==> src/rsc_pkg.sv <==
`timescale 1ns / 1ps

package rsc_pkg;

  localparam int ACC_WIDTH  = 64;
  localparam int MAX_DIGITS = 64;

  // Bits of dividend retired per divider cycle, and the padded dividend width
  localparam int RADIX_BITS = 8;
  localparam int DIV_STEPS  = (ACC_WIDTH + RADIX_BITS - 1) / RADIX_BITS;
  localparam int QUO_WIDTH  = DIV_STEPS * RADIX_BITS;

  localparam int ADDR_W = $clog2(MAX_DIGITS);
  localparam int CNT_W  = $clog2(MAX_DIGITS + 1);
  localparam int STEP_W = (DIV_STEPS > 1) ? $clog2(DIV_STEPS) : 1;

  localparam int BASE_W = 6;

  // Character offsets
  localparam logic [7:0] NUM_ZERO      = 8'(600 - 552);
  localparam logic [7:0] LOWER_OFS     = 8'(466 - 379);
  localparam logic [7:0] UPPER_OFS     = 8'(322 - 267);
  localparam logic [6:0] OUT_NUM_OFS   = 7'(262 - 214);
  localparam logic [6:0] OUT_ALPHA_OFS = 7'(771 - 716);

  // Register indexes and reset values
  localparam logic REG_SOURCE_BASE = 1'b0;
  localparam logic REG_TARGET_BASE = 1'b1;
  localparam logic [BASE_W-1:0] SOURCE_BASE_RESET = 6'd10;
  localparam logic [BASE_W-1:0] TARGET_BASE_RESET = 6'd16;
  localparam logic [BASE_W-1:0] TB_MIN = 6'd2;
  localparam logic [BASE_W-1:0] TB_MAX = 6'd36;

  typedef struct packed {
    logic [7:0] in_char;
    logic       in_last;
  } in_beat_t;

  typedef struct packed {
    logic [6:0] out_char;
    logic       out_last;
  } out_beat_t;

endpackage

==> src/rsc_ram.sv <==
`timescale 1ns / 1ps

module rsc_ram #(
  parameter int WIDTH = 6,
  parameter int DEPTH = 64
) (
  input  logic                     clk,
  input  logic                     we,
  input  logic [$clog2(DEPTH)-1:0] waddr,
  input  logic [WIDTH-1:0]         wdata,
  input  logic [$clog2(DEPTH)-1:0] raddr,
  output logic [WIDTH-1:0]         rdata
);

  logic [WIDTH-1:0] mem [DEPTH];

  always_ff @(posedge clk) begin
    if (we) begin
      mem[waddr] <= wdata;
    end
    rdata <= mem[raddr];
  end

endmodule

==> src/radix_string_converter_unit.sv <==
`timescale 1ns / 1ps

// Radix string converter.
// Input channel (in_valid / in_stall / in_beat): one character beat per
// number digit, most significant first, in_last on the final character.
// Each character is folded into the accumulator as it is taken, so
// characters that are not last are taken back to back and give no output.
// On the last character the block stops taking beats (in_stall high) and
// runs its shared divider: a compare-subtract unit that retires RADIX_BITS
// dividend bits a cycle. Remainders are pushed onto the digit stack RAM.
// Output channel (out_valid / out_stall / out_beat): digits leave most
// significant first as '0'-'9', 'A'-'Z', out_last on the final one. Each
// digit takes a stack read (S_RD, S_WAIT) and then loads the output
// register, which offers it in S_HOLD.
// A stalled output beat is held unchanged until taken; the block waits.
// Reset (rst, synchronous) clears the accumulator, bases go to 10 and 16,
// and the block is at once ready for a character. The stack needs no clear.
// APB: source_base at 0x0, target_base at 0x4; write only when idle.
module radix_string_converter_unit (
  input  logic               clk,
  input  logic               rst,
  input  logic               in_valid,
  output logic               in_stall,
  input  rsc_pkg::in_beat_t  in_beat,
  output logic               out_valid,
  input  logic               out_stall,
  output rsc_pkg::out_beat_t out_beat,
  input  logic               psel,
  input  logic               penable,
  input  logic               pwrite,
  input  logic [2:0]         paddr,
  input  logic [31:0]        pwdata,
  output logic [31:0]        prdata,
  output logic               pready
);

  import rsc_pkg::*;

  localparam logic [2:0] S_IDLE = 3'd0;  // take characters
  localparam logic [2:0] S_DIV  = 3'd1;  // divider running
  localparam logic [2:0] S_RD   = 3'd2;  // issue stack read
  localparam logic [2:0] S_WAIT = 3'd3;  // stack data arrives
  localparam logic [2:0] S_HOLD = 3'd4;  // output beat on offer

  logic [2:0] state;

  logic [BASE_W-1:0] source_base;
  logic [BASE_W-1:0] target_base;

  logic [ACC_WIDTH-1:0] acc;
  logic [ACC_WIDTH-1:0] acc_next;
  logic [7:0]           digit_val;

  logic [QUO_WIDTH-1:0] quo;
  logic [QUO_WIDTH-1:0] quo_next;
  logic [BASE_W-1:0]    rem;
  logic [BASE_W-1:0]    rem_next;
  logic [BASE_W:0]      trial;
  logic [BASE_W-1:0]    tb;
  logic [STEP_W-1:0]    step;
  logic [CNT_W-1:0]     count;
  logic [CNT_W-1:0]     count_dec;

  logic              push;
  logic [ADDR_W-1:0] raddr;
  logic [5:0]        rdata;

  logic in_take;
  logic out_take;
  logic cfg_write;

  // ---------------------------------------------------------------
  // Configuration port
  // ---------------------------------------------------------------
  assign pready    = 1'b1;
  assign cfg_write = psel && penable && pwrite;

  always_ff @(posedge clk) begin
    if (rst) begin
      source_base <= SOURCE_BASE_RESET;
      target_base <= TARGET_BASE_RESET;
    end else if (cfg_write) begin
      unique case (paddr[2])
        REG_SOURCE_BASE: source_base <= pwdata[BASE_W-1:0];
        REG_TARGET_BASE: target_base <= pwdata[BASE_W-1:0];
        default: ;
      endcase
    end
  end

  always_comb begin
    unique case (paddr[2])
      REG_SOURCE_BASE: prdata = {{(32-BASE_W){1'b0}}, source_base};
      REG_TARGET_BASE: prdata = {{(32-BASE_W){1'b0}}, target_base};
      default:         prdata = '0;
    endcase
  end

  // ---------------------------------------------------------------
  // Character mapping and multiply-add
  // ---------------------------------------------------------------
  always_comb begin
    if (in_beat.in_char >= "0" && in_beat.in_char <= "9") begin
      digit_val = in_beat.in_char - NUM_ZERO;
    end else if (in_beat.in_char >= "a" && in_beat.in_char <= "z") begin
      digit_val = in_beat.in_char - LOWER_OFS;
    end else if (in_beat.in_char >= "A" && in_beat.in_char <= "Z") begin
      digit_val = in_beat.in_char - UPPER_OFS;
    end else begin
      digit_val = in_beat.in_char;  // keep the raw code
    end
  end

  // Wraps at the accumulator width by truncation
  assign acc_next = ACC_WIDTH'(acc * ACC_WIDTH'(source_base)) + ACC_WIDTH'(digit_val);

  assign in_stall = (state != S_IDLE);
  assign in_take  = in_valid && !in_stall;
  assign out_take = out_valid && !out_stall;

  // ---------------------------------------------------------------
  // Shared divider: RADIX_BITS restoring steps on a narrow remainder
  // ---------------------------------------------------------------
  always_comb begin
    rem_next = rem;
    quo_next = quo;
    trial    = '0;
    for (int i = 0; i < RADIX_BITS; i++) begin
      trial    = {rem_next, quo_next[QUO_WIDTH-1]};
      quo_next = {quo_next[QUO_WIDTH-2:0], 1'b0};
      if (trial >= {1'b0, tb}) begin
        rem_next    = BASE_W'(trial - {1'b0, tb});
        quo_next[0] = 1'b1;
      end else begin
        rem_next = trial[BASE_W-1:0];
      end
    end
  end

  assign push      = (state == S_DIV) && (step == STEP_W'(DIV_STEPS - 1));
  assign count_dec = count - CNT_W'(1);
  assign raddr     = count_dec[ADDR_W-1:0];

  rsc_ram #(
    .WIDTH (6),
    .DEPTH (MAX_DIGITS)
  ) u_stack (
    .clk   (clk),
    .we    (push),
    .waddr (count[ADDR_W-1:0]),
    .wdata (rem_next),
    .raddr (raddr),
    .rdata (rdata)
  );

  // ---------------------------------------------------------------
  // Sequencer
  // ---------------------------------------------------------------
  always_ff @(posedge clk) begin
    if (rst) begin
      state     <= S_IDLE;
      acc       <= '0;
      count     <= '0;
      step      <= '0;
      out_valid <= 1'b0;
    end else begin
      unique case (state)
        S_IDLE: begin
          if (in_take) begin
            if (in_beat.in_last) begin
              // Hand the value to the divider and clamp the target base
              acc   <= '0;
              quo   <= QUO_WIDTH'(acc_next);
              rem   <= '0;
              step  <= '0;
              count <= '0;
              if (target_base < TB_MIN) begin
                tb <= TB_MIN;
              end else if (target_base > TB_MAX) begin
                tb <= TB_MAX;
              end else begin
                tb <= target_base;
              end
              state <= S_DIV;
            end else begin
              acc <= acc_next;
            end
          end
        end
        S_DIV: begin
          if (push) begin
            // Digit done: push it, then stop on zero quotient or full stack
            count <= count + CNT_W'(1);
            quo   <= quo_next;
            rem   <= '0;
            step  <= '0;
            if (quo_next == '0 || count + CNT_W'(1) == CNT_W'(MAX_DIGITS)) begin
              state <= S_RD;
            end
          end else begin
            quo  <= quo_next;
            rem  <= rem_next;
            step <= step + STEP_W'(1);
          end
        end
        S_RD: begin
          count <= count_dec;
          state <= S_WAIT;
        end
        S_WAIT: begin
          out_beat.out_char <= (rdata <= 6'd9) ? OUT_NUM_OFS + 7'(rdata)
                                               : OUT_ALPHA_OFS + 7'(rdata);
          out_beat.out_last <= (count == '0);
          out_valid         <= 1'b1;
          state             <= S_HOLD;
        end
        S_HOLD: begin
          // Hold the beat until the receiver takes it
          if (out_take) begin
            out_valid <= 1'b0;
            state     <= out_beat.out_last ? S_IDLE : S_RD;
          end
        end
        default: begin
          state <= S_IDLE;
        end
      endcase
    end
  end

endmodule
==> config.mk <==
export PLATFORM = sky130hd
export DESIGN_NAME = radix_string_converter_unit
export DESIGN_NICKNAME = d
export VERILOG_FILES = /design/src/rsc_pkg.sv /design/src/rsc_ram.sv /design/src/radix_string_converter_unit.sv
export SDC_FILE = /design/constraint.sdc
export NUM_CORES = 2
export LEC_CHECK = 0
export ABC_AREA = 1
export BUFFER_PORTS_ARGS = -buffer_cell sky130_fd_sc_hd__buf_2
export CORE_AREA = 5 5 314 316
export CTS_BUF_LIST = sky130_fd_sc_hd__clkbuf_8
export DETAILED_ROUTE_END_ITERATION = 10
export DIE_AREA = 0 0 319 321
export GPL_TIMING_DRIVEN = 0
export HOLD_SLACK_MARGIN = 0.03
export PLACE_DENSITY_LB_ADDON = 0.05
export SLEW_MARGIN = 20
export SYNTH_ARGS = -nofsm -noshare
export SYNTH_HDL_FRONTEND = slang
export SYNTH_SLANG_ARGS = --single-unit
==> constraint.sdc <==
create_clock -name clk -period 17.2 [get_ports clk]
set_input_delay 0.86 -clock clk [delete_from_list [all_inputs] [get_ports clk]]
set_output_delay 0.86 -clock clk [all_outputs]
set_load 0.02 [all_outputs]
==> out/results.tsv <==
stage	metric	value	unit
setup_path	crit-path leading delay family	compound AO/OA/AOI/OAI gates	
final_layout	most frequent cells in the layout	931 x nand2_1, 496 x inv_1, 468 x edfxtp_1, 425 x nor2_1, 250 x fa_1	
route	Pre-antenna DRT Iters	5	
logic_synthesis	Post-synth ARST share	0	%
global_route	GRT Overall Usage	23.3	%
setup_path	R2R depth	83	
global_route	vias in the first global route	29900	
die	Die Wd	319	um
die	Die Y	321	um
setup_path	Worst Path Arrival	15.51	ns
logic_synthesis	Ys Warns	0	
final_layout	most common cell after layout, fill and taps aside	nand2_1	
global_route	initial antenna violation count	5	
timing	RSZ-0062 raised after global routing	false	
die	initial core utilization	39.5	%
logic_synthesis	Main synth FF type	edfxtp_1	
final_layout	fin nets	4746	
timing	Setup TNS	0	ns
die	Die ar.	102000	um2
logic_synthesis	Seq/Total Area, Yosys	42.2	%
cts	TritonCTS clock tree	done	
timing	Setup-failing EPs final	0	
logic_synthesis	Netlist cell types	61	
placement	RePlAce Congestion	0.895	
cts	Hold-fix buffers, CTS	0	
setup_path	flop2flop setup slack	2.15	ns
logic_synthesis	Seq cells post-synth	564	
setup_path	critical path type	reg2reg	
cts	CTS Buf Count	101	
timing	Pins Over Slew Limit	0	
setup_path	Most common cell on crit path	nand2_1	
route	drt drc	0	
route	detailed-route via count	29300	
setup_path	Slowest-stage cell, CP	inv_1	
route	ANT nets after route	0	
timing	Worst Max-Slew Pin Slew	1.15	ns
timing	slew margin rel.	22.6	%
cts	clock net sink count	564	
worst_hold_path	Hold Path Origin	pwdata[4]	
logic_synthesis	Post-Synthesis Cells	4078	
logic_synthesis	Mapped Area	37800	um2
setup_path	Crit Path Max Fanout	36	
setup_path	Bufs and invs on worst path	13	
worst_hold_path	Hold Path Class	in2reg	
cts	CTS HTree Levels	3	
run_status	status	completed	
flow_run	max-cap violations	0	
cts	Skew-Pair Late Insertion Delay	0.76	ns
cts	Max clock buf depth	3	
route	post-DR vias/cell	5.22	
setup_path	CP max stage delay	0.68	ns
setup_path	R2R Path End	u_stack.mem[34][5]	
placement	post-placement cell area	40000	um2
final_layout	Layout area overhead	10.9	%
timing	final period utilization	87.5	%
timing	crit path time final	15.05	ns
cts	Post-CTS Resized	0	
die	num rows	114	
logic_synthesis	EDFF count, synth	468	
global_route	largest net degree at the start of global routing	63	
timing	Setup Skew	0.0592	ns
die	Ports	94	
route	DR iter-0 viols	2363	
final_layout	final instance area	42000	um2
placement	hpwl dp	91800	um
timing	fmax	0.0664	GHz
die	Core Area	95700	um2
cts	Post-CTS Setup Inserts	0	
placement	port bufs	37	
setup_path	critical path launch point type	register	
setup_path	reg2reg start	tb[1]	
timing	Fin. Hold Viols	0	
route	Routed WL	120000	um
route	DR WL/cell	21.4	um
timing	hold_ws	0.394	ns
setup_path	CP required	17.66	ns
logic_synthesis	Syn Area/Cell	9.28	um2
cts	root buffer cell	clkbuf_8	
worst_hold_path	hold path endpoint	source_base[4]	
final_layout	layout cells sized above 1	6.66	%
setup_path	CP Capture Type	register	
global_route	global-route wire length before repair	185000	um
cts	Worst-path clk slew	0.06	ns
global_route	global route overflow	0	
worst_hold_path	WHS Path Cells	3	
==> worst min-delay path: stages <==
cell and delay (ns):
buf_2 0.10, nor2_1 0.04, nor2_1 0.08
==> layout make-up <==
| cell class | instances | area, um2 |
|---|---|---|
| Antenna cell | 2 | 5.00 |
| Buffer | 191 | 831 |
| Clock buffer | 108 | 1490 |
| Clock inverter | 79 | 489 |
| Fill cell | 9590 | 53700 |
| Inverter | 473 | 1790 |
| Multi-Input combinational cell | 2875 | 19400 |
| Sequential cell | 564 | 16000 |
| Tap cell | 1276 | 1600 |
| Timing Repair Buffer | 47 | 403 |
==> worst max path at each step <==
stage / startpoint / endpoint / slack (ns) / cells after the start
after floorplan: tb[1] / u_stack.mem[0][0] / 4.52 / 84
after global placement: tb[1] / u_stack.mem[21][2] / 0.46 / 83
after detailed placement: tb[1] / u_stack.mem[16][5] / 2.09 / 83
after CTS: tb[1] / u_stack.mem[44][5] / 2.04 / 83
after global routing: tb[1] / u_stack.mem[57][2] / 0.51 / 83
final: tb[1] / u_stack.mem[34][5] / 2.15 / 83
==> synthesized netlist by cell type, types with 29 or more instances <==
library cell | count | share of area [%]
a21oi_1 | 205 | 2.7
clkbuf_1 | 145 | 1.4
dfxtp_1 | 96 | 5.1
edfxtp_1 | 468 | 37
fa_1 | 250 | 13
ha_1 | 192 | 6.3
inv_1 | 463 | 4.6
mux2i_1 | 41 | 1.1
nand2_1 | 932 | 9.2
nand3_1 | 115 | 1.5
nor2_1 | 427 | 4.2
nor3_1 | 29 | 0.38
o211ai_1 | 51 | 1.0
o21ai_0 | 217 | 2.9
o221ai_1 | 42 | 0.97
o32ai_1 | 59 | 1.4
xnor2_1 | 32 | 0.74
xor2_1 | 63 | 1.5
==> flip-flops by register name (all words and copies together), names as in the netlist <==
| signal | count |
|---|---|
| u_stack.mem | 384 |
| acc | 64 |
| quo | 64 |
| out_beat | 8 |
| count | 7 |
| rem | 6 |
| source_base | 6 |
| target_base | 6 |
| tb | 6 |
| u_stack.rdata | 6 |
| state | 3 |
| step | 3 |
| out_valid | 1 |
==> cell families after synthesis <==
family / count (synthesis) / synth area share, %
simple gates: 1603 / 17.4
compound gates: 667 / 10.6
buf+inv: 664 / 6.88
flops: 564 / 42.2
fa+ha+maj: 442 / 19.6
xor+xnor: 95 / 2.20
mux: 41 / 1.08
other cells: 2 / 0.0198
==> metal layers <==
metal | GRT usage, % | routed length, um
met5 | 0 | 23
met4 | 6.47 | 3300
met3 | 2.72 | 5920
met2 | 38.9 | 56500
met1 | 32.5 | 54600
==> through the flow <==
| stage | worst slack, ns | std cells | util [%] |
|---|---|---|---|
| after floorplan | 4.52 | 4103 | - |
| after global placement | 0.456 | 5416 | 41.5 |
| after detailed placement | 2.09 | 5426 | 41.8 |
| after CTS | 2.04 | 5613 | 43.8 |
| after global routing | 0.510 | 5615 | 43.9 |
| final | 2.15 | 5615 | 43.9 |
Power is left out: the tool's default activity adds up to more than one toggle a clock period on the data nets, which glitch-free logic cannot reach.
